==> config.mk <==
export PLATFORM = sky130hd
export DESIGN_NAME = status_led_pattern_generator
export DESIGN_NICKNAME = d
export VERILOG_FILES = /design/src/rtl/slpg_pkg.sv /design/src/rtl/status_led_pattern_generator.sv
export SDC_FILE = /design/constraint.sdc
export NUM_CORES = 2
export LEC_CHECK = 0
export ABC_AREA = 0
export BUFFER_PORTS_ARGS = -buffer_cell sky130_fd_sc_hd__buf_2
export CAP_MARGIN = 5
export CORE_ASPECT_RATIO = 1.1
export CORE_UTILIZATION = 60
export DETAILED_ROUTE_END_ITERATION = 16
export HOLD_SLACK_MARGIN = 0.06
export MAX_ROUTING_LAYER = met4
export PLACE_DENSITY = 0.81
export REMOVE_ABC_BUFFERS = 1
export SLEW_MARGIN = 20
export SYNTH_ARGS = -nofsm -noshare
export SYNTH_HDL_FRONTEND = slang
export SYNTH_SLANG_ARGS = --single-unit
==> constraint.sdc <==
create_clock -name clk -period 13.7 [get_ports clk]
set_input_delay 1.37 -clock clk [delete_from_list [all_inputs] [get_ports clk]]
set_output_delay 1.37 -clock clk [all_outputs]
set_load 0.005 [all_outputs]
==> src/rtl/slpg_pkg.sv <==
// Shared types, register map and constants for the status LED pattern generator.
// Used by every file under rtl; depends on nothing.
package slpg_pkg;

	localparam int unsigned TIME_W     = 32;
	localparam int unsigned PER_W      = 16;
	localparam int unsigned SLOT_W     = 12;
	localparam int unsigned BRIGHT_W   = 7;
	localparam int unsigned CHAN_W     = 8;
	localparam int unsigned ADDR_W     = 5;
	localparam int unsigned DATA_W     = 32;
	localparam int unsigned THR_W      = 15;
	localparam int unsigned PROD_W     = 15;
	localparam int unsigned STEP_BITS  = 4;
	localparam int unsigned DIV_STAGES = TIME_W / STEP_BITS;

	localparam logic [2:0] MODE_DISARMED = 3'd0;
	localparam logic [2:0] MODE_ARMED    = 3'd1;
	localparam logic [2:0] MODE_FAILSAFE = 3'd2;
	localparam logic [2:0] MODE_ESC_CAL  = 3'd3;
	localparam logic [2:0] MODE_DEPLOY   = 3'd4;

	localparam logic [2:0] REG_FAILSAFE_PERIOD = 3'd0;
	localparam logic [2:0] REG_DISARMED_PERIOD = 3'd1;
	localparam logic [2:0] REG_CAL_PERIOD      = 3'd2;
	localparam logic [2:0] REG_DEPLOY_PERIOD   = 3'd3;
	localparam logic [2:0] REG_SLOT_LENGTH     = 3'd4;
	localparam logic [2:0] REG_BRIGHTNESS      = 3'd5;

	localparam logic [PER_W-1:0]    RST_FAILSAFE_PERIOD = 16'd250;
	localparam logic [PER_W-1:0]    RST_DISARMED_PERIOD = 16'd2000;
	localparam logic [PER_W-1:0]    RST_CAL_PERIOD      = 16'd1000;
	localparam logic [PER_W-1:0]    RST_DEPLOY_PERIOD   = 16'd2000;
	localparam logic [SLOT_W-1:0]   RST_SLOT_LENGTH     = 12'd100;
	localparam logic [BRIGHT_W-1:0] RST_BRIGHTNESS      = 7'd100;

	localparam logic [CHAN_W-1:0] CHAN_FULL = 8'd255;

	// x / 100 == (x * 5243) >> 19 for x below 2^15
	localparam logic [12:0] RECIP_100   = 13'd5243;
	localparam int unsigned RECIP_SHIFT = 19;
	localparam int unsigned MUL_W       = PROD_W + 13;

	typedef struct packed {
		logic [2:0]        mode;
		logic              calibrated;
		logic [TIME_W-1:0] time_ms;
	} in_t;

	typedef struct packed {
		logic              led_on;
		logic [CHAN_W-1:0] red;
		logic [CHAN_W-1:0] green;
		logic [CHAN_W-1:0] blue;
	} out_t;

	typedef struct packed {
		logic [2:0]        mode;
		logic              calibrated;
		logic [PER_W-1:0]  period;
		logic [TIME_W-1:0] time_ms;
		logic [PER_W-1:0]  rem;
	} div_t;

	// one restoring remainder step: shift in one time bit, subtract period if it fits
	function automatic logic [PER_W-1:0] rem_step(input logic [PER_W-1:0] rem,
		input logic din, input logic [PER_W-1:0] per);
		logic [PER_W:0] t;
		logic [PER_W:0] d;
		t = {rem, din};
		d = t - {1'b0, per};
		if (t >= {1'b0, per}) begin
			return d[PER_W-1:0];
		end
		return t[PER_W-1:0];
	endfunction

endpackage

==> src/rtl/status_led_pattern_generator.sv <==
// Status LED pattern generator top level: APB register file, remainder pipeline, color output.
// Depends on slpg_pkg.
//
// Usage: an input beat (mode, calibrated, time_ms) on in_valid/in_ready yields exactly one
// output beat (led_on, red, green, blue) on out_valid/out_ready, in input order.
// One beat is accepted every cycle while no back-pressure from out_ready stalls the pipeline.
// The phase time_ms mod period is a 32-step restoring remainder, four steps in each of
// eight pipeline stages; the ninth stage picks the blink slot and the color and is the
// output register.
// Periods, slot length and brightness sit in APB registers at byte addresses 0, 4, 8, 12,
// 16, 20; a zero period or slot length acts as one. Write them only while the pipeline is
// empty; after a write, thresholds follow next cycle, color levels via product and level registers.
// Reset clears all stage valid bits and loads the register defaults.
// When out_ready is low the output beat holds and each full stage holds while the stage
// after it holds; in_ready drops only when every stage is occupied.
// pready is always high; reads return the stored register value.
module status_led_pattern_generator (
	input  logic                         clk,
	input  logic                         arst_n,
	input  logic                         in_valid,
	output logic                         in_ready,
	input  slpg_pkg::in_t                in_data,
	output logic                         out_valid,
	input  logic                         out_ready,
	output slpg_pkg::out_t               out_data,
	input  logic                         psel,
	input  logic                         penable,
	input  logic                         pwrite,
	input  logic [slpg_pkg::ADDR_W-1:0]  paddr,
	input  logic [slpg_pkg::DATA_W-1:0]  pwdata,
	output logic [slpg_pkg::DATA_W-1:0]  prdata,
	output logic                         pready
);

	localparam int unsigned NS = slpg_pkg::DIV_STAGES;

	logic [slpg_pkg::PER_W-1:0]    fs_per_q, dis_per_q, cal_per_q, dep_per_q;
	logic [slpg_pkg::SLOT_W-1:0]   slot_q;
	logic [slpg_pkg::BRIGHT_W-1:0] bright_q;

	logic [slpg_pkg::THR_W-1:0] thr1_q, thr2_q, thr3_q, thr4_q, thr5_q;
	logic [slpg_pkg::PROD_W-1:0] prod_full_q, prod_amber_q;
	logic [slpg_pkg::CHAN_W-1:0] lvl_full_q, lvl_amber_q;

	logic [2:0] reg_idx;
	logic       wr_en;

	assign pready  = 1'b1;
	assign reg_idx = paddr[slpg_pkg::ADDR_W-1:2];
	assign wr_en   = psel && penable && pwrite && pready;

	always_ff @(posedge clk or negedge arst_n) begin
		if (!arst_n) begin
			fs_per_q  <= slpg_pkg::RST_FAILSAFE_PERIOD;
			dis_per_q <= slpg_pkg::RST_DISARMED_PERIOD;
			cal_per_q <= slpg_pkg::RST_CAL_PERIOD;
			dep_per_q <= slpg_pkg::RST_DEPLOY_PERIOD;
			slot_q    <= slpg_pkg::RST_SLOT_LENGTH;
			bright_q  <= slpg_pkg::RST_BRIGHTNESS;
		end else if (wr_en) begin
			case (reg_idx)
				slpg_pkg::REG_FAILSAFE_PERIOD: fs_per_q  <= pwdata[slpg_pkg::PER_W-1:0];
				slpg_pkg::REG_DISARMED_PERIOD: dis_per_q <= pwdata[slpg_pkg::PER_W-1:0];
				slpg_pkg::REG_CAL_PERIOD:      cal_per_q <= pwdata[slpg_pkg::PER_W-1:0];
				slpg_pkg::REG_DEPLOY_PERIOD:   dep_per_q <= pwdata[slpg_pkg::PER_W-1:0];
				slpg_pkg::REG_SLOT_LENGTH:     slot_q    <= pwdata[slpg_pkg::SLOT_W-1:0];
				slpg_pkg::REG_BRIGHTNESS:      bright_q  <= pwdata[slpg_pkg::BRIGHT_W-1:0];
				default: ;
			endcase
		end
	end

	always_comb begin
		prdata = '0;
		case (reg_idx)
			slpg_pkg::REG_FAILSAFE_PERIOD: prdata[slpg_pkg::PER_W-1:0]    = fs_per_q;
			slpg_pkg::REG_DISARMED_PERIOD: prdata[slpg_pkg::PER_W-1:0]    = dis_per_q;
			slpg_pkg::REG_CAL_PERIOD:      prdata[slpg_pkg::PER_W-1:0]    = cal_per_q;
			slpg_pkg::REG_DEPLOY_PERIOD:   prdata[slpg_pkg::PER_W-1:0]    = dep_per_q;
			slpg_pkg::REG_SLOT_LENGTH:     prdata[slpg_pkg::SLOT_W-1:0]   = slot_q;
			slpg_pkg::REG_BRIGHTNESS:      prdata[slpg_pkg::BRIGHT_W-1:0] = bright_q;
			default: ;
		endcase
	end

	// slot thresholds and scaled color levels, derived from the registers
	logic [slpg_pkg::THR_W-1:0] slot_nz;
	logic [slpg_pkg::MUL_W-1:0] mul_full, mul_amber;
	logic [slpg_pkg::MUL_W-slpg_pkg::RECIP_SHIFT-1:0] quo_full, quo_amber;

	assign slot_nz   = (slot_q == '0) ? slpg_pkg::THR_W'(1) : slpg_pkg::THR_W'(slot_q);
	assign mul_full  = slpg_pkg::MUL_W'(prod_full_q) * slpg_pkg::MUL_W'(slpg_pkg::RECIP_100);
	assign mul_amber = slpg_pkg::MUL_W'(prod_amber_q) * slpg_pkg::MUL_W'(slpg_pkg::RECIP_100);
	assign quo_full  = mul_full[slpg_pkg::MUL_W-1:slpg_pkg::RECIP_SHIFT];
	assign quo_amber = mul_amber[slpg_pkg::MUL_W-1:slpg_pkg::RECIP_SHIFT];

	always_ff @(posedge clk) begin
		thr1_q       <= slot_nz;
		thr2_q       <= slot_nz << 1;
		thr3_q       <= slot_nz + (slot_nz << 1);
		thr4_q       <= slot_nz << 2;
		thr5_q       <= slot_nz + (slot_nz << 2);
		prod_full_q  <= (slpg_pkg::PROD_W'(bright_q) << 8) - slpg_pkg::PROD_W'(bright_q);
		prod_amber_q <= (slpg_pkg::PROD_W'(bright_q) << 7) + (slpg_pkg::PROD_W'(bright_q) << 5);
		lvl_full_q   <= (quo_full > slpg_pkg::CHAN_FULL) ? slpg_pkg::CHAN_FULL
			: quo_full[slpg_pkg::CHAN_W-1:0];
		lvl_amber_q  <= (quo_amber > slpg_pkg::CHAN_FULL) ? slpg_pkg::CHAN_FULL
			: quo_amber[slpg_pkg::CHAN_W-1:0];
	end

	// remainder pipeline
	logic                       adv [1:NS+1];
	logic                       vld_s [1:NS];
	slpg_pkg::div_t             div_s [1:NS];
	slpg_pkg::div_t             first;
	logic [slpg_pkg::PER_W-1:0] per_sel;
	logic                       vld_s9;

	always_comb begin
		case (in_data.mode)
			slpg_pkg::MODE_FAILSAFE: per_sel = fs_per_q;
			slpg_pkg::MODE_ESC_CAL:  per_sel = cal_per_q;
			slpg_pkg::MODE_DEPLOY:   per_sel = dep_per_q;
			default:                 per_sel = dis_per_q;
		endcase
		first.mode       = in_data.mode;
		first.calibrated = in_data.calibrated;
		first.period     = (per_sel == '0) ? slpg_pkg::PER_W'(1) : per_sel;
		first.time_ms    = in_data.time_ms;
		first.rem        = '0;
	end

	assign adv[NS+1] = !vld_s9 || out_ready;
	assign in_ready  = adv[1];

	for (genvar g = 0; g < NS; g++) begin : g_div
		localparam int BASE = slpg_pkg::TIME_W - 1 - g * slpg_pkg::STEP_BITS;
		slpg_pkg::div_t src, nxt;
		logic           src_vld;

		if (g == 0) begin : g_head
			assign src     = first;
			assign src_vld = in_valid;
		end else begin : g_body
			assign src     = div_s[g];
			assign src_vld = vld_s[g];
		end

		assign adv[g+1] = !vld_s[g+1] || adv[g+2];

		always_comb begin
			nxt = src;
			for (int j = 0; j < slpg_pkg::STEP_BITS; j++) begin
				nxt.rem = slpg_pkg::rem_step(nxt.rem, src.time_ms[BASE-j], src.period);
			end
		end

		always_ff @(posedge clk or negedge arst_n) begin
			if (!arst_n) begin
				vld_s[g+1] <= 1'b0;
			end else if (adv[g+1]) begin
				vld_s[g+1] <= src_vld;
			end
		end

		always_ff @(posedge clk) begin
			if (adv[g+1] && src_vld) begin
				div_s[g+1] <= nxt;
			end
		end
	end

	// pattern decode and color
	slpg_pkg::div_t             last;
	logic [slpg_pkg::PER_W-1:0] ph;
	logic                       in_s1, in_s3, in_s5, below4, half_lit, dbl, tpl, lit;
	slpg_pkg::out_t             res;

	assign last     = div_s[NS];
	assign ph       = last.rem;
	assign in_s1    = ph < slpg_pkg::PER_W'(thr1_q);
	assign in_s3    = (ph >= slpg_pkg::PER_W'(thr2_q)) && (ph < slpg_pkg::PER_W'(thr3_q));
	assign in_s5    = (ph >= slpg_pkg::PER_W'(thr4_q)) && (ph < slpg_pkg::PER_W'(thr5_q));
	assign below4   = ph < slpg_pkg::PER_W'(thr4_q);
	assign half_lit = ph < (last.period >> 1);
	assign dbl      = in_s1 || in_s3;
	assign tpl      = dbl || in_s5;

	always_comb begin
		res = '0;
		case (last.mode)
			slpg_pkg::MODE_ARMED: begin
				lit       = 1'b1;
				res.green = lvl_full_q;
			end
			slpg_pkg::MODE_FAILSAFE: begin
				lit     = half_lit;
				res.red = lvl_full_q;
			end
			slpg_pkg::MODE_ESC_CAL: begin
				lit      = dbl;
				res.blue = lvl_full_q;
			end
			slpg_pkg::MODE_DEPLOY: begin
				lit       = tpl;
				res.green = lvl_full_q;
				res.blue  = lvl_full_q;
			end
			default: begin
				lit       = (!last.calibrated && below4) ? dbl : half_lit;
				res.red   = lvl_full_q;
				res.green = lvl_amber_q;
			end
		endcase
		if (!lit) begin
			res = '0;
		end
		res.led_on = lit;
	end

	always_ff @(posedge clk or negedge arst_n) begin
		if (!arst_n) begin
			vld_s9 <= 1'b0;
		end else if (adv[NS+1]) begin
			vld_s9 <= vld_s[NS];
		end
	end

	always_ff @(posedge clk) begin
		if (adv[NS+1] && vld_s[NS]) begin
			out_data <= res;
		end
	end

	assign out_valid = vld_s9;

endmodule

== After elaboration in Yosys (flattened, before gate mapping) ==
Memory sizes are Yosys's and may differ from the RTL's.
Index checks and enable logic that the tools add are counted.
W data, S select, Z words.
Word-level totals
  bits in writable memories: 544
  output and inout port bits: 60
  flip-flop bits (word level): 228
  input port bits: 80
  memories: 1
  logic and storage cells: 291
Memory list
  div_s: depth 8, bits a word 68, read ports 8, clocked after Yosys merged registers in 0, write ports 8, RTL line status_led_pattern_generator.sv:114  | slpg_pkg::div_t div_s [1:NS];
Operators by class
  bitwise operators: 1
  reduce and logical (&&, ||, !) cells: 49
  mux-type cells: 121
  add/sub/neg operators: 36
  order comparisons: 41
  $mul: 2
  equality and inequality tests: 12
Operators with widths (number)
  $mux W16: 65
  $ge A17 B16 Y1: 31
  $sub A16 B16 Y16: 31
  $mul A15 B13 Y28 const B: 2
  $mux W1: 49
  $pmux W16 S3: 1
  $pmux W7 S6: 1
  $lt A16 B14 Y1: 2
  $lt A16 B15 Y1: 2
  $pmux W5 S5: 1
  $eq A3 B2 Y1 const B: 6
  $gt A9 B8 Y1 const B: 2
  $ge A1 B16 Y1: 1
  $ge A16 B13 Y1: 1
  $ge A16 B14 Y1: 1
  $logic_not A16 Y1: 1
  $lt A16 B12 Y1: 1
  $pmux W4 S4: 1
  $pmux W8 S2: 1
  $sub A1 B16 Y16: 1
  $add A12 B14 Y15: 1
  $add A14 B12 Y15: 1
  $sub A15 B7 Y15: 1
  $add A12 B13 Y14: 1
  other kinds (13): 57

== Depth between registers and ports, before layout ==
  depth after elaboration: 16
  mapped depth: 54

== Least setup slack after synthesis ==
Ideal clock, no wire load.
  kind: input-to-reg
  start point: input port in_data[35] (netlist bit)
  end point: register div_s[0][72] (netlist name)
  slack: 1.175 ns
  required time: 13.438 ns
  cell stages on the path: 51
  data arrival time: 12.263 ns
  setup time: 0.262 ns
  cells stage by stage: buf_2 > buf_2 > inv_1 > a32o_1 > a221oi_2 > nand4_2 > o31ai_1 > ha_1 > inv_1 > ha_1 > a41o_1 > o2111ai_2 > or3_4 > clkbuf_1 > nor2_1 > a21oi_1 > inv_1 > ha_1 > (+15 left out) > o21ai_0 > o41ai_1 > o21ai_0 > nor3_2 > buf_4 > mux2i_1 > ha_1 > a21o_1 > a21o_1 > a2111oi_0 > o31ai_1 > o41ai_1 > o21a_1 > o21ai_0 > nand2_1 > nand2_2 > buf_4 > mux2_1
RTL lines
  from (decl): RTL line status_led_pattern_generator.sv:22  | input slpg_pkg::in_t in_data,

==> impl_metrics.json <==
{
  "final_common_cell": "ha_1",
  "cts_max_level": 3,
  "wl_met3_um": 8580,
  "place_hpwl_um": 115000,
  "area_growth_pct": 7.53,
  "r2r_start": "div_s[0][321]",
  "arrival_ns": 13.18,
  "grt_max_degree": 65,
  "die-area_um2": 96200,
  "ys_types": 111,
  "root_buffer": "clkbuf_16",
  "yosysTopAreaCell": "edfxtp_1",
  "finalCriticalPeriod_ns": 12.81,
  "cts.path.max_buffers": 3,
  "rsz0062_at_grt": "false",
  "nets": 7060,
  "crit_start": "in_data[34]",
  "path_max_fanout": 12,
  "clock-sinks": 594,
  "layout_common_cells": "785 x ha_1, 621 x inv_1, 424 x edfxtp_1",
  "cts-buffers-inserted": 68,
  "wirelength_met1_um": 61700,
  "synthesis.area_um2": 57000,
  "post_cts.repair.setup_buffers": 0,
  "grt-ovfl-total": 0,
  "start_kind": "input port",
  "die_h_um": 325,
  "synth-main-ff-cell": "edfxtp_1",
  "max_freq_mhz": 78.1,
  "cp-end-kind": "register",
  "skew_ns": 0.0221,
  "die_w_um": 296,
  "tightest_slew_ns": 1.14,
  "drc": 0,
  "synth_cells": 5930,
  "yosys_warnings": 0,
  "grt_pass1_wl_um": 232000,
  "ys_ff_latch": 594,
  "first_pass_iters": 6,
  "rows": 118,
  "finalInstanceArea_um2": 61300,
  "io_buffers": 104,
  "synth_edf_count": 424,
  "layout_worst_path_cycle_share_pct": 93.5,
  "gp_congestion": 0.961,
  "regArea_um2": 16600,
  "critPathBufInv": 6,
  "core_um2": 94000,
  "hold_start": "div_s[0][406]",
  "routed_wl_um": 145000,
  "grt_pass1_vias": 44700,
  "grt_usage_pct": 30.8,
  "crit_slowest_cell": "xnor2_1",
  "drt-wirelength-per-cell_um": 19.7,
  "hold_buffers": 0,
  "tns_ns": 0,
  "critPathKind": "input port to register",
  "hold_class": "register to register",
  "dpl_cell_area_um2": 59000,
  "yosysSeqAreaShare_pct": 29.2,
  "multi_input_area_um2": 37600,
  "maxSlewHeadroom_pct": 23.0,
  "critical_path_required_ns": 14.08,
  "pin_count": 140,
  "num-fill-cells": 7407,
  "drive_gt1_share_pct": 12.3,
  "dr.max_layer_used": "met4",
  "synthArstFlopShare_pct": 15.5,
  "drv_cap": 0,
  "hold_violations": 0,
  "drt_iter0_markers": 3204,
  "start_util_pct": 60.6,
  "outcome": "finished clean",
  "viasPerCell": 6.15,
  "synthTopCellsByArea": "edfxtp_1 22%, ha_1 17%, mux2_2 6.7%",
  "max_stage_delay_ns": 0.79,
  "synth_top_area_share_pct": 22.3,
  "finalSetupViolations": 0,
  "ant_nets": 0,
  "clkTransAtPathRegs_ns": 0.06,
  "via_count": 45300,
  "antenna_found_initial": 6,
  "clk_latency_ns": 0.63,
  "crit_family": "compound AO/OA/AOI/OAI gates",
  "cts_tree": "built",
  "report.final.slew_viol_count": 0,
  "avgSynthCellArea_um2": 9.61,
  "met2_length_um": 68900,
  "ctsResizeCount": 0
}
-- per-layer routing --
metal	global-route usage, %	up-vias
met1	39.5	21700
met5	-	-
met4	12.1	0
met2	49.9	1437
met3	3.48	363
li1	-	21900
-- area by class of cell --
cell class	count	share of cell area, %
Clock buffer	83	2.99
Tap cell	1260	2.57
Multi-Input combinational cell	4612	61.3
Antenna cell	5	0.0204
Sequential cell	594	27.1
Inverter	621	3.80
Timing Repair Buffer	156	1.49
Clock inverter	41	0.690
-- path summary, 6_finish.rpt --
| check | depth (start not counted) | to | slack, ns |
|---|---|---|---|
| worst max-delay path | 47 | div_s[0][75] | 0.89 |
| worst min-delay path | 0 | div_s[0][474] | 0.41 |
| worst max register to register | 43 | div_s[0][352] | 1.14 |
| worst min register to register | 0 | div_s[0][474] | 0.41 |
| max in group asynchronous | 2 | bright_q[4] | 11.88 |
| min in group asynchronous | 1 | cal_per_q[14] | 0.71 |
-- cell families after synthesis --
family	synth area share [%]
muxes	8.45
AOI/OAI and AO/OA	16.8
DFF	29.2
adders and majority gates	22.2
buffers and inverters	5.12
xor gates and xnor gates	6.21
and+or+nand+nor	12.0
other	0.0132
-- sequential cells by signal, summed over array words and instances, names as in the netlist, 7 cells and up --
name,cells
cal_per_q,16
out_data,25
dis_per_q,16
fs_per_q,16
thr4_q,10
slot_q,12
thr5_q,15
prod_full_q,15
lvl_amber_q,8
lvl_full_q,8
bright_q,7
div_s,399
prod_amber_q,9
g_div.src_vld,7
thr3_q,13
dep_per_q,16
-- through the flow --
stage	hold slack, ns	cells	utilization (%)	worst slack [ns]
final	0.408	7372	65.2	0.893
after global routing	0.406	7370	65.2	0.0798
after CTS	0.406	7365	65.1	1.06
after detailed placement	0.405	7241	62.7	0.476
after global placement	0.401	7241	62.7	0.610
after floorplan	0.400	5827	-	0.743
-- synth_stat cells, types with 23 or more instances --
library cell / instances
ha_1: 785
inv_1: 621
edfxtp_1: 424
a21oi_1: 414
nor2_1: 390
mux2_2: 340
o21ai_0: 313
nand2_1: 297
xnor2_1: 282
a21o_1: 166
fa_1: 142
xor2_1: 122
nor3_1: 111
o21a_1: 98
nor2b_1: 95
nand4_1: 93
nand3_1: 91
dfxtp_1: 78
dfrtp_1: 62
clkbuf_1: 57
nand2b_1: 57
mux2i_1: 53
and2_1: 50
o21bai_1: 48
a211oi_1: 43
or3_1: 42
a31oi_1: 38
o31ai_1: 35
and3_1: 32
dfstp_2: 30
nor4_1: 28
or2_2: 28
buf_4: 24
a211o_1: 23
Power is not shown: default switching activity piles up to over one toggle a cycle in this logic, so the estimate is an artifact.
